--- config.mk ---
export PLATFORM = sky130hd
export DESIGN_NAME = ordered_list_insert_delete_dump
export DESIGN_NICKNAME = d
export VERILOG_FILES = /design/src/rtl/core/oldd_pkg.sv /design/src/rtl/core/ordered_list_insert_delete_dump.sv
export VERILOG_INCLUDE_DIRS = /design/src /design/src/rtl/core
export SDC_FILE = /design/constraint.sdc
export NUM_CORES = 1
export LEC_CHECK = 0
export BUFFER_PORTS_ARGS = -buffer_cell sky130_fd_sc_hd__buf_4
export CAP_MARGIN = 10
export CORE_UTILIZATION = 58
export DETAILED_ROUTE_END_ITERATION = 12
export PLACE_DENSITY = 0.77
export SLEW_MARGIN = 0
export SYNTH_ARGS = -nofsm -noshare
export SYNTH_HDL_FRONTEND = slang
export SYNTH_SLANG_ARGS = --single-unit
--- constraint.sdc ---
create_clock -name clk -period 14.7 [get_ports clk]
set_clock_uncertainty 0.1 [all_clocks]
set_input_delay 0.735 -clock clk [delete_from_list [all_inputs] [get_ports clk]]
set_output_delay 0.735 -clock clk [all_outputs]
set_load 0.01 [all_outputs]
--- src/rtl/core/ordered_list_insert_delete_dump_assert.svh ---
// assertion macros for the ordered list block
// used by ordered_list_insert_delete_dump.sv, expects clk and rst_n in scope
`ifndef ORDERED_LIST_INSERT_DELETE_DUMP_ASSERT_SVH
`define ORDERED_LIST_INSERT_DELETE_DUMP_ASSERT_SVH

// same-cycle implication, disabled during reset
`define OLDD_ASSERT_NOW(label, cond_a, cond_b) \
  label: assert property (@(posedge clk) disable iff (!rst_n) (cond_a) |-> (cond_b)) \
    else $error("oldd assertion failed");

// next-cycle implication, disabled during reset
`define OLDD_ASSERT_NEXT(label, cond_a, cond_b) \
  label: assert property (@(posedge clk) disable iff (!rst_n) (cond_a) |=> (cond_b)) \
    else $error("oldd assertion failed");

`endif

--- src/rtl/core/oldd_pkg.sv ---
// shared constants and types for the ordered list block
// no dependencies
package oldd_pkg;

  localparam int CAPACITY = 32;
  localparam int ADDR_W   = $clog2(CAPACITY);
  localparam int CNT_W    = $clog2(CAPACITY + 1);
  localparam int VAL_W    = 32;
  localparam int POS_W    = 5;
  localparam int REQ_W    = 2;

  // request codes
  typedef enum logic [REQ_W-1:0] {
    REQ_FRONT  = 2'd0,
    REQ_BACK   = 2'd1,
    REQ_DELETE = 2'd2,
    REQ_NONE   = 2'd3
  } req_t;

endpackage

--- src/rtl/core/ordered_list_insert_delete_dump.sv ---
// ordered list with insert front/back, delete at position and full dump
// depends on oldd_pkg and ordered_list_insert_delete_dump_assert.svh
//
// Usage: a request word is taken on a rising edge with start high and busy
// low. Fields: in_req_type (0 insert front, 1 insert back, 2 delete at
// in_position), in_item_value, in_position. After every request the whole
// list is sent front to back, one word per cycle, each marked by out_valid
// for exactly one cycle; out_last marks the final word, out_dropped is set
// on every word of a dump whose insert hit a full list. An empty list sends
// nothing. The receiver cannot stall the output.
// Storage is a circular buffer in a single-port-read memory with a head
// pointer, so an insert moves no element. A delete moves each following
// element one place towards the front, one element per cycle through the
// memory read port, and ST_FIN writes back the last one. The first word
// comes from ST_DUMP through the registered memory read, after ST_MOVE
// and ST_FIN on a delete that moves elements. busy stays high until the
// dump is issued, so a new request waits for it. The memory read port
// sets the pace.
// Reset empties the list; memory contents are left as they are.
module ordered_list_insert_delete_dump
  import oldd_pkg::*;
(
  input  logic             clk,
  input  logic             rst_n,
  input  logic             start,
  output logic             busy,
  input  logic [REQ_W-1:0] in_req_type,
  input  logic [VAL_W-1:0] in_item_value,
  input  logic [POS_W-1:0] in_position,
  output logic             out_valid,
  output logic [VAL_W-1:0] out_elem_value,
  output logic             out_last,
  output logic             out_dropped
);

  `include "ordered_list_insert_delete_dump_assert.svh"

  typedef enum logic [3:0] {
    ST_IDLE = 4'b0001,
    ST_MOVE = 4'b0010,
    ST_FIN  = 4'b0100,
    ST_DUMP = 4'b1000
  } state_t;

  state_t             state_r, state_nxt;
  logic [ADDR_W-1:0]  head_r, head_nxt;
  logic [CNT_W-1:0]   count_r, count_nxt;
  logic [CNT_W-1:0]   idx_r, idx_nxt;
  logic [ADDR_W-1:0]  prev_r, prev_nxt;
  logic [ADDR_W-1:0]  mv_dst_r, mv_dst_nxt;
  logic               mv_pend_r, mv_pend_nxt;
  logic               rd_pend_r, rd_pend_nxt;
  logic               rd_last_r, rd_last_nxt;
  logic               drop_r, drop_nxt;
  logic [VAL_W-1:0]   rd_data_r;
  logic [VAL_W-1:0]   list_mem [CAPACITY];

  logic               accept;
  logic               full;
  logic               is_insert;
  logic [CNT_W:0]     pos_ext;
  logic [CNT_W-1:0]   ph_in;
  logic [CNT_W:0]     ph_sum;
  logic [CNT_W:0]     ph_wrap;
  logic [ADDR_W-1:0]  ph_addr;
  logic [ADDR_W-1:0]  head_dec;
  logic               wr_en;
  logic [ADDR_W-1:0]  wr_addr;
  logic [VAL_W-1:0]   wr_data;

  assign accept    = start && !busy;
  assign busy      = (state_r != ST_IDLE);
  assign full      = (count_r == CNT_W'(CAPACITY));
  assign is_insert = (in_req_type == REQ_FRONT) || (in_req_type == REQ_BACK);
  assign pos_ext   = (CNT_W+1)'(in_position);
  assign head_dec  = (head_r == '0) ? ADDR_W'(CAPACITY - 1) : head_r - ADDR_W'(1);

  // shared index unit: logical index to buffer address
  always_comb begin
    unique case (state_r)
      ST_IDLE: ph_in = (in_req_type == REQ_BACK) ? count_r : CNT_W'(in_position);
      default: ph_in = idx_r;
    endcase
    ph_sum  = (CNT_W+1)'(head_r) + (CNT_W+1)'(ph_in);
    ph_wrap = (ph_sum >= (CNT_W+1)'(CAPACITY)) ? ph_sum - (CNT_W+1)'(CAPACITY) : ph_sum;
    ph_addr = ph_wrap[ADDR_W-1:0];
  end

  // memory write port: move write-back or insert
  always_comb begin
    wr_en   = mv_pend_r || (accept && is_insert && !full);
    wr_data = mv_pend_r ? rd_data_r : in_item_value;
    if (mv_pend_r) begin
      wr_addr = mv_dst_r;
    end else if (in_req_type == REQ_FRONT) begin
      wr_addr = head_dec;
    end else begin
      wr_addr = ph_addr;
    end
  end

  // sequencer
  always_comb begin
    state_nxt   = state_r;
    head_nxt    = head_r;
    count_nxt   = count_r;
    idx_nxt     = idx_r;
    prev_nxt    = prev_r;
    mv_dst_nxt  = mv_dst_r;
    mv_pend_nxt = 1'b0;
    rd_pend_nxt = 1'b0;
    rd_last_nxt = rd_last_r;
    drop_nxt    = drop_r;
    unique case (state_r)
      ST_IDLE: begin
        if (accept) begin
          drop_nxt  = 1'b0;
          idx_nxt   = '0;
          state_nxt = ST_DUMP;
          priority if (is_insert && full) begin
            drop_nxt = 1'b1;
          end else if (in_req_type == REQ_FRONT) begin
            head_nxt  = head_dec;
            count_nxt = count_r + CNT_W'(1);
          end else if (in_req_type == REQ_BACK) begin
            count_nxt = count_r + CNT_W'(1);
          end else if (in_req_type == REQ_DELETE && pos_ext < (CNT_W+1)'(count_r)) begin
            if (pos_ext == (CNT_W+1)'(count_r) - (CNT_W+1)'(1)) begin
              count_nxt = count_r - CNT_W'(1);
            end else begin
              prev_nxt  = ph_addr;
              idx_nxt   = CNT_W'(pos_ext + (CNT_W+1)'(1));
              state_nxt = ST_MOVE;
            end
          end else begin
            count_nxt = count_r;
          end
        end
      end
      ST_MOVE: begin
        // read one element, write it back one place nearer the front
        mv_pend_nxt = 1'b1;
        mv_dst_nxt  = prev_r;
        prev_nxt    = ph_addr;
        idx_nxt     = idx_r + CNT_W'(1);
        if (idx_r == count_r - CNT_W'(1)) begin
          state_nxt = ST_FIN;
        end
      end
      ST_FIN: begin
        count_nxt = count_r - CNT_W'(1);
        idx_nxt   = '0;
        state_nxt = ST_DUMP;
      end
      ST_DUMP: begin
        if (count_r == '0) begin
          state_nxt = ST_IDLE;
        end else begin
          rd_pend_nxt = 1'b1;
          rd_last_nxt = (idx_r == count_r - CNT_W'(1));
          idx_nxt     = idx_r + CNT_W'(1);
          if (idx_r == count_r - CNT_W'(1)) begin
            state_nxt = ST_IDLE;
          end
        end
      end
      default: state_nxt = ST_IDLE;
    endcase
  end

  // control registers
  always_ff @(posedge clk) begin
    if (!rst_n) begin
      state_r   <= ST_IDLE;
      head_r    <= '0;
      count_r   <= '0;
      mv_pend_r <= 1'b0;
      rd_pend_r <= 1'b0;
    end else begin
      state_r   <= state_nxt;
      head_r    <= head_nxt;
      count_r   <= count_nxt;
      mv_pend_r <= mv_pend_nxt;
      rd_pend_r <= rd_pend_nxt;
    end
  end

  // datapath registers
  always_ff @(posedge clk) begin
    idx_r     <= idx_nxt;
    prev_r    <= prev_nxt;
    mv_dst_r  <= mv_dst_nxt;
    rd_last_r <= rd_last_nxt;
    drop_r    <= drop_nxt;
  end

  // list memory, registered read
  always_ff @(posedge clk) begin
    if (wr_en) begin
      list_mem[wr_addr] <= wr_data;
    end
    rd_data_r <= list_mem[ph_addr];
  end

  // output word
  assign out_valid      = rd_pend_r;
  assign out_elem_value = rd_data_r;
  assign out_last       = rd_last_r;
  assign out_dropped    = drop_r;

  `OLDD_ASSERT_NOW(a_count_range, 1'b1, count_r <= CNT_W'(CAPACITY))
  `OLDD_ASSERT_NOW(a_out_nonempty, out_valid, count_r != '0)
  `OLDD_ASSERT_NEXT(a_busy_after_accept, accept, busy)
  `OLDD_ASSERT_NEXT(a_last_ends_dump, out_valid && out_last, !out_valid)
  `OLDD_ASSERT_NOW(a_fin_after_move, state_r == ST_FIN, $past(state_r == ST_MOVE))

endmodule
Yosys cells after proc, flatten, opt, wreduce, memory -nomap -nowiden
Memory sizes are Yosys's and may differ from the RTL's. A register that Yosys moved wholly into a read port is not among the register bits.
Cells that the tools add are included.
{"block": "totals", "mem_count": 1, "word_cells": 111, "ram_bits": 1024, "register_bits": 35, "output_inout_bits": 36}
{"name": "list_mem", "depth": 32, "word_bits": 32, "read_ports": 1, "rd_ports_with_merged_regs": 1, "write_ports": 1, "line": "ordered_list_insert_delete_dump.sv:56", "rtl": "logic [VAL_W-1:0] list_mem [CAPACITY];"}
{"block": "classes", "n_lt_le_gt_ge": 2, "reduce_logical": 23, "eq_ne": 21, "n_mux": 44, "addsub": 8, "bitwise_logic": 2}
{"cell": "6-bit 2-to-1 mux", "n": 15}
{"cell": "5-bit 2-to-1 mux", "n": 10}
{"cell": "4-bit 2-to-1 mux", "n": 9}
{"cell": "32-bit 2-to-1 mux", "n": 1}
{"cell": "6-bit case mux with 4 select lines", "n": 1}
{"cell": "2-bit != test, second input constant", "n": 8}
{"cell": "4-bit case mux with 4 select lines", "n": 1}
{"cell": "6-bit by 1-bit adder with 6-bit output, second input constant", "n": 2}
{"cell": "6-bit case mux with 2 select lines", "n": 1}
{"cell": "5-bit case mux with 2 select lines", "n": 1}
{"cell": "5-bit by 1-bit subtractor with 5-bit output, second input constant", "n": 2}
{"cell": "4-bit != test, second input constant", "n": 2}
{"cell": "5-bit by 6-bit adder with 7-bit output", "n": 1}
{"cell": "5-bit by 7-bit == test with 1-bit output", "n": 1}
{"cell": "7-bit by 6-bit >= comparator with 1-bit output, second input constant", "n": 1}
{"cell": "7-bit AND reduction", "n": 1}
{"cell": "6-bit by 1-bit subtractor with 7-bit output, second input constant", "n": 1}
{"cell": "5-bit by 1-bit adder with 6-bit output, second input constant", "n": 1}
{"cell": "6-bit == test", "n": 1}
{"cell": "6-bit == test, second input constant", "n": 1}
{"cell": "6-bit logical NOT", "n": 1}
{"cell": "5-bit by 6-bit less-than comparator with 1-bit output", "n": 1}
{"cell": "2-bit AND reduction", "n": 3}
{"cell": "3-bit AND reduction", "n": 2}
{"cell": "20 further kinds", "n": 32}

Longest topological paths before layout
{"block": "logic_depth", "ltp_word": 13, "depth_mapped": 14}

Worst setup path before layout
No wires, ideal clock.
{"block": "synth_path", "path_type": "input to register", "startpoint": "input port in_req_type[1]", "endpoint": "memory list_mem[18][0], enable pin", "path_slack_ns": 9.294, "stages": 14, "t_arrival_ns": 4.885, "required_ns": 14.179, "setup_ns": 0.421, "cell_sequence": "nand2b_1 -> clkbuf_1 -> nor2_1 -> a21oi_1 -> o21ai_0 -> ha_1 -> fa_1 -> clkbuf_1 -> buf_2 -> buf_1 -> o21ai_0 -> o21ai_0 -> nand2_1 -> nor2_1"}
{"block": "synth_between", "elab_chain_len": 8, "word_cells_on_any_way": 16, "classes_between": "add/sub (2); order compare (1); eq/ne (1); mux (7); reduce/logical (5)"}
{"element": "start: declaration", "line": "ordered_list_insert_delete_dump.sv:27", "rtl": "input logic [REQ_W-1:0] in_req_type,"}
{"element": "2-bit by 1-bit == test with 1-bit output *", "line": "ordered_list_insert_delete_dump.sv:81", "rtl": "ST_IDLE: ph_in = (in_req_type == REQ_BACK) ? count_r : CNT_W'(in_position);"}
{"element": "6-bit 2-to-1 mux *", "line": "ordered_list_insert_delete_dump.sv:81"}
{"element": "6-bit 2-to-1 mux *", "line": "ordered_list_insert_delete_dump.sv:80", "rtl": "unique case (state_r)"}
{"element": "5-bit by 6-bit adder with 7-bit output *", "line": "ordered_list_insert_delete_dump.sv:84", "rtl": "ph_sum = (CNT_W+1)'(head_r) + (CNT_W+1)'(ph_in);"}
{"element": "named net ph_sum[1]", "line": "ordered_list_insert_delete_dump.sv:63", "rtl": "logic [CNT_W:0] ph_sum;"}
{"element": "7-bit by 6-bit >= comparator with 1-bit output or 5-bit by 1-bit subtractor with 5-bit output (tied branches)", "line": "ordered_list_insert_delete_dump.sv:85", "rtl": "ph_wrap = (ph_sum >= (CNT_W+1)'(CAPACITY)) ? ph_sum - (CNT_W+1)'(CAPACITY) : ph_sum;"}
{"element": "5-bit 2-to-1 mux *", "line": "ordered_list_insert_delete_dump.sv:85"}
{"element": "5-bit 2-to-1 mux *", "line": "ordered_list_insert_delete_dump.sv:95", "rtl": "end else if (in_req_type == REQ_FRONT) begin"}
{"element": "5-bit 2-to-1 mux *", "line": "ordered_list_insert_delete_dump.sv:93", "rtl": "if (mv_pend_r) begin"}
{"element": "end: declaration", "line": "ordered_list_insert_delete_dump.sv:56"}
The timed path passes the listed nets; every way through them passes the cells marked *.

Worst setup path in the final report
{"block": "layout_path", "startpoint": "register state_r[3]", "endpoint": "memory list_mem[7][24], enable pin"}
{"block": "layout_between", "elab_chain_len": 8, "word_cells_on_any_way": 16, "classes_between": "add/sub (2); order compare (1); eq/ne (2); mux (6); reduce/logical (5)"}
{"element": "start: declaration", "line": "ordered_list_insert_delete_dump.sv:45", "rtl": "state_t state_r, state_nxt;"}
{"element": "start signal: assignment", "line": "ordered_list_insert_delete_dump.sv:180", "rtl": "state_r <= state_nxt;"}
{"element": "parallel branches: the longest is 8 deep, another holds 5-bit by 6-bit adder with 7-bit output"}
Parallel ways; which one is timed is not known.

==> results.yml <==
synthesis:
  synthCells: 1855
  avgSynthCellArea_um2: 22.9
  synth_edf_count: 1042
  synth_fp_nets: 1914
  synth_cell_types: 62
  synth_top_area_share_pct: 73.7
  yosysWarnings: 0
  synth_common_cells: "edfxtp_1, mux4_2, mux2_2"
  yosysMostFrequentCell: "edfxtp_1"
  post-synth-top-area-cell: "edfxtp_1"
  syn_area_um2: 42500
  synthTopCellsByArea: "edfxtp_1, mux4_2, dfxtp_1"
  synthArstFlopShare_pct: 0
  synth_seq_cells: 1091
  yosysSeqAreaShare_pct: 76.0
  synth_ff_type: "edfxtp_1"
global_routing:
  grt_pass1_wl_mm: 148
  grt_usage_pct: 28.4
  antenna_found_initial: 1
  grt_pass1_vias: 20937
  overflow: 0
  grt_max_degree: 110
sta:
  tightest_slew_ns: 1.38
  finalCritPeriodShare_pct: 41.9
  rsz0062_at_grt: "no"
  maxSlewViolCount: 0
  hold_violations: 0
  tns_ns: 0
  slew_headroom_pct: 7.55
  period_needed_ns: 6.16
  setup_viol: 0
  max_freq_mhz: 162
clock_network:
  postCtsHoldBufs: 0
  post_cts_buffers: 0
  clockBufferDepth: 3
  ctsResizeCount: 0
  cts_tree: "built"
  clk_pin_slew_worst_paths_ns: 0.07
  clock_latency_ns: 0.70
  root_buffer: "clkbuf_16"
  htree_levels: 3
  cts_buffers: 104
  cts.sink_count: 1091
layout:
  drive_gt1_share_pct: 34.8
  area_growth_syn_to_layout_pct: 13.0
  nFillCells: 4286
  fin_nets: 2050
  insertedDiodeCount: 0
detailed_routing:
  wl_met3_mm: 9.75
  via_per_inst: 6.78
  wl_met1_mm: 37.0
  drc: 0
  dr.pass1.iters: 6
  met2_length_mm: 51.9
  ant_nets: 0
  vias: 20572
  wirelength_mm: 102
  highest_layer: "met5"
  post_drt_wl_per_cell_um: 33.7
  drtIter0Drc: 2713
floorplan:
  rows: 98
  io_pins: 78
  dieArea_um2: 74300
  core_um2: 72000
  initial_core_util_pct: 59.0
  die_w_um: 273
  die_h_um: 273
power:
  comb_power_share_pct: 25.3
  swShare_pct: 27.7
  power_density_nw_per_um2: 176
  p_seq_share_pct: 42.6
  switching_power_mw: 2.34
  p_clk_share_pct: 32.0
  ir_worst_vdd_mv: 0.167
  p_int_mw: 6.12
  p_leak_nw: 15.0
  power.total_mw: 8.46
place:
  gp_congestion: 0.848
  portBuffers: 77
  detailed_place_hpwl_mm: 50.8
worst_setup_path:
  worstPathMaxFanout: 34
  worst-setup-path-type: "flip-flop to flip-flop"
  crit_arrival_ns: 6.39
  cp-start-kind: "flip-flop"
  worstSetupEndpointType: "flip-flop"
  crit_required_ns: 14.94
  rrSetupSlack_ns: 8.54
hold_path:
  min_path_type: "input pin to flip-flop"
flow_run:
  max-cap-violations: 0
run_status:
  outcome: "finished, final reports clean"
-- layout make-up --
class,count,area (µm²),share of cell area (%)
Sequential cell,1091,32300,67.3
Multi-Input combinational cell,658,10100,21.0
Clock buffer,136,2830,5.91
Tap cell,950,1190,2.48
Timing Repair Buffer,121,921,1.92
Clock inverter,62,642,1.34
Inverter,15,56.3,0.117
-- cells by family (layout without fill, tap and decap cells) --
group | after synthesis | in the layout | synth area share (%)
fa+ha+maj | 17 | 17 | 0.518
buf+inv | 106 | 334 | 1.06
mux | 392 | 392 | 18.9
xor+xnor | 29 | 29 | 0.616
simple gates | 149 | 149 | 1.77
flops | 1091 | 1091 | 76.0
compound gates | 71 | 71 | 1.23
-- worst max-delay path, stage by stage, from the launching register on --
cell and delay [ns]:
dfxtp_1 0.37, nor4b_4 0.48, inv_2 0.23, nand2_1 0.14, o21ai_0 0.18, ha_4 0.23
fa_4 0.52, a21o_1 0.18, a21oi_1 0.19, xor2_1 0.37, xnor2_4 0.10, buf_4 0.37
o311ai_4 0.65, nand3_2 0.35, nor2_4 0.79, buf_4 0.49
-- metal layers --
layer	track usage, %	vias to the layer above
li1	-	8137
met1	38.7	10861
met2	46.6	1348
met3	4.68	224
met4	10.8	2
met5	0	-
-- power by group through the flow --
| stage | clock network (mW) | logic (mW) | registers (mW) |
|---|---|---|---|
| finish | 2.71 | 2.14 | 3.61 |
| global route | 2.85 | 2.25 | 3.61 |
| CTS | 2.73 | 2.16 | 3.61 |
| detailed placement | 0 | 2.11 | 3.67 |
| global placement | 0 | 2.08 | 3.67 |
| floorplan | 0 | 1.48 | 3.66 |
-- worst paths after layout --
kind                      to       start  depth (start not counted)
min reg2reg      mv_dst_r[2]   prev_r[2]                          0
max reg2reg  list_mem[7][24]  state_r[3]                         15
max          list_mem[7][24]  state_r[3]                         15
min                head_r[0]       rst_n                          2
-- per-stage QoR --
stage | cells | worst slack [ns] | hold WS, ns | utilization, % | cell area (µm²)
6_report | 3033 | 8.54 | 0.280 | 66.7 | 48000
5_1_grt | 3033 | 8.41 | 0.279 | 66.7 | 48000
4_1_cts | 3033 | 8.61 | 0.258 | 66.7 | 48000
3_5_place_dp | 2835 | 8.44 | 0.305 | 61.8 | 44500
3_3_place_gp | 2835 | 8.40 | 0.303 | 61.8 | 44500
2_1_floorplan | 1855 | 9.29 | 0.300 | - | 42500
-- state kept, by name, indices dropped and copies added (netlist names) --
signal and cells:
count_r 6, head_r 5, idx_r 6, list_mem 1024, mv_dst_r 5, mv_pend_r 1
out_dropped 1, out_elem_value 32, out_last 1, out_valid 1, prev_r 5, state_r 4
-- placed cells by master, fill, tap and decap left out, types with 13 or more instances in the layout --
cell          n
a21oi_1      14
buf_4       120
clkbuf_1     22
clkbuf_16   105
clkinv_1     15
clkinv_2     23
dfxtp_1      48
edfxtp_1   1042
ha_1         15
inv_1        13
mux2_2       65
mux4_2      320
nand2_1      33
nand3_1      14
nor2_1       23
nor2_4       32
o21ai_0      13
xnor2_1      13
xor2_1       13
(Power assumes the default switching activity.)
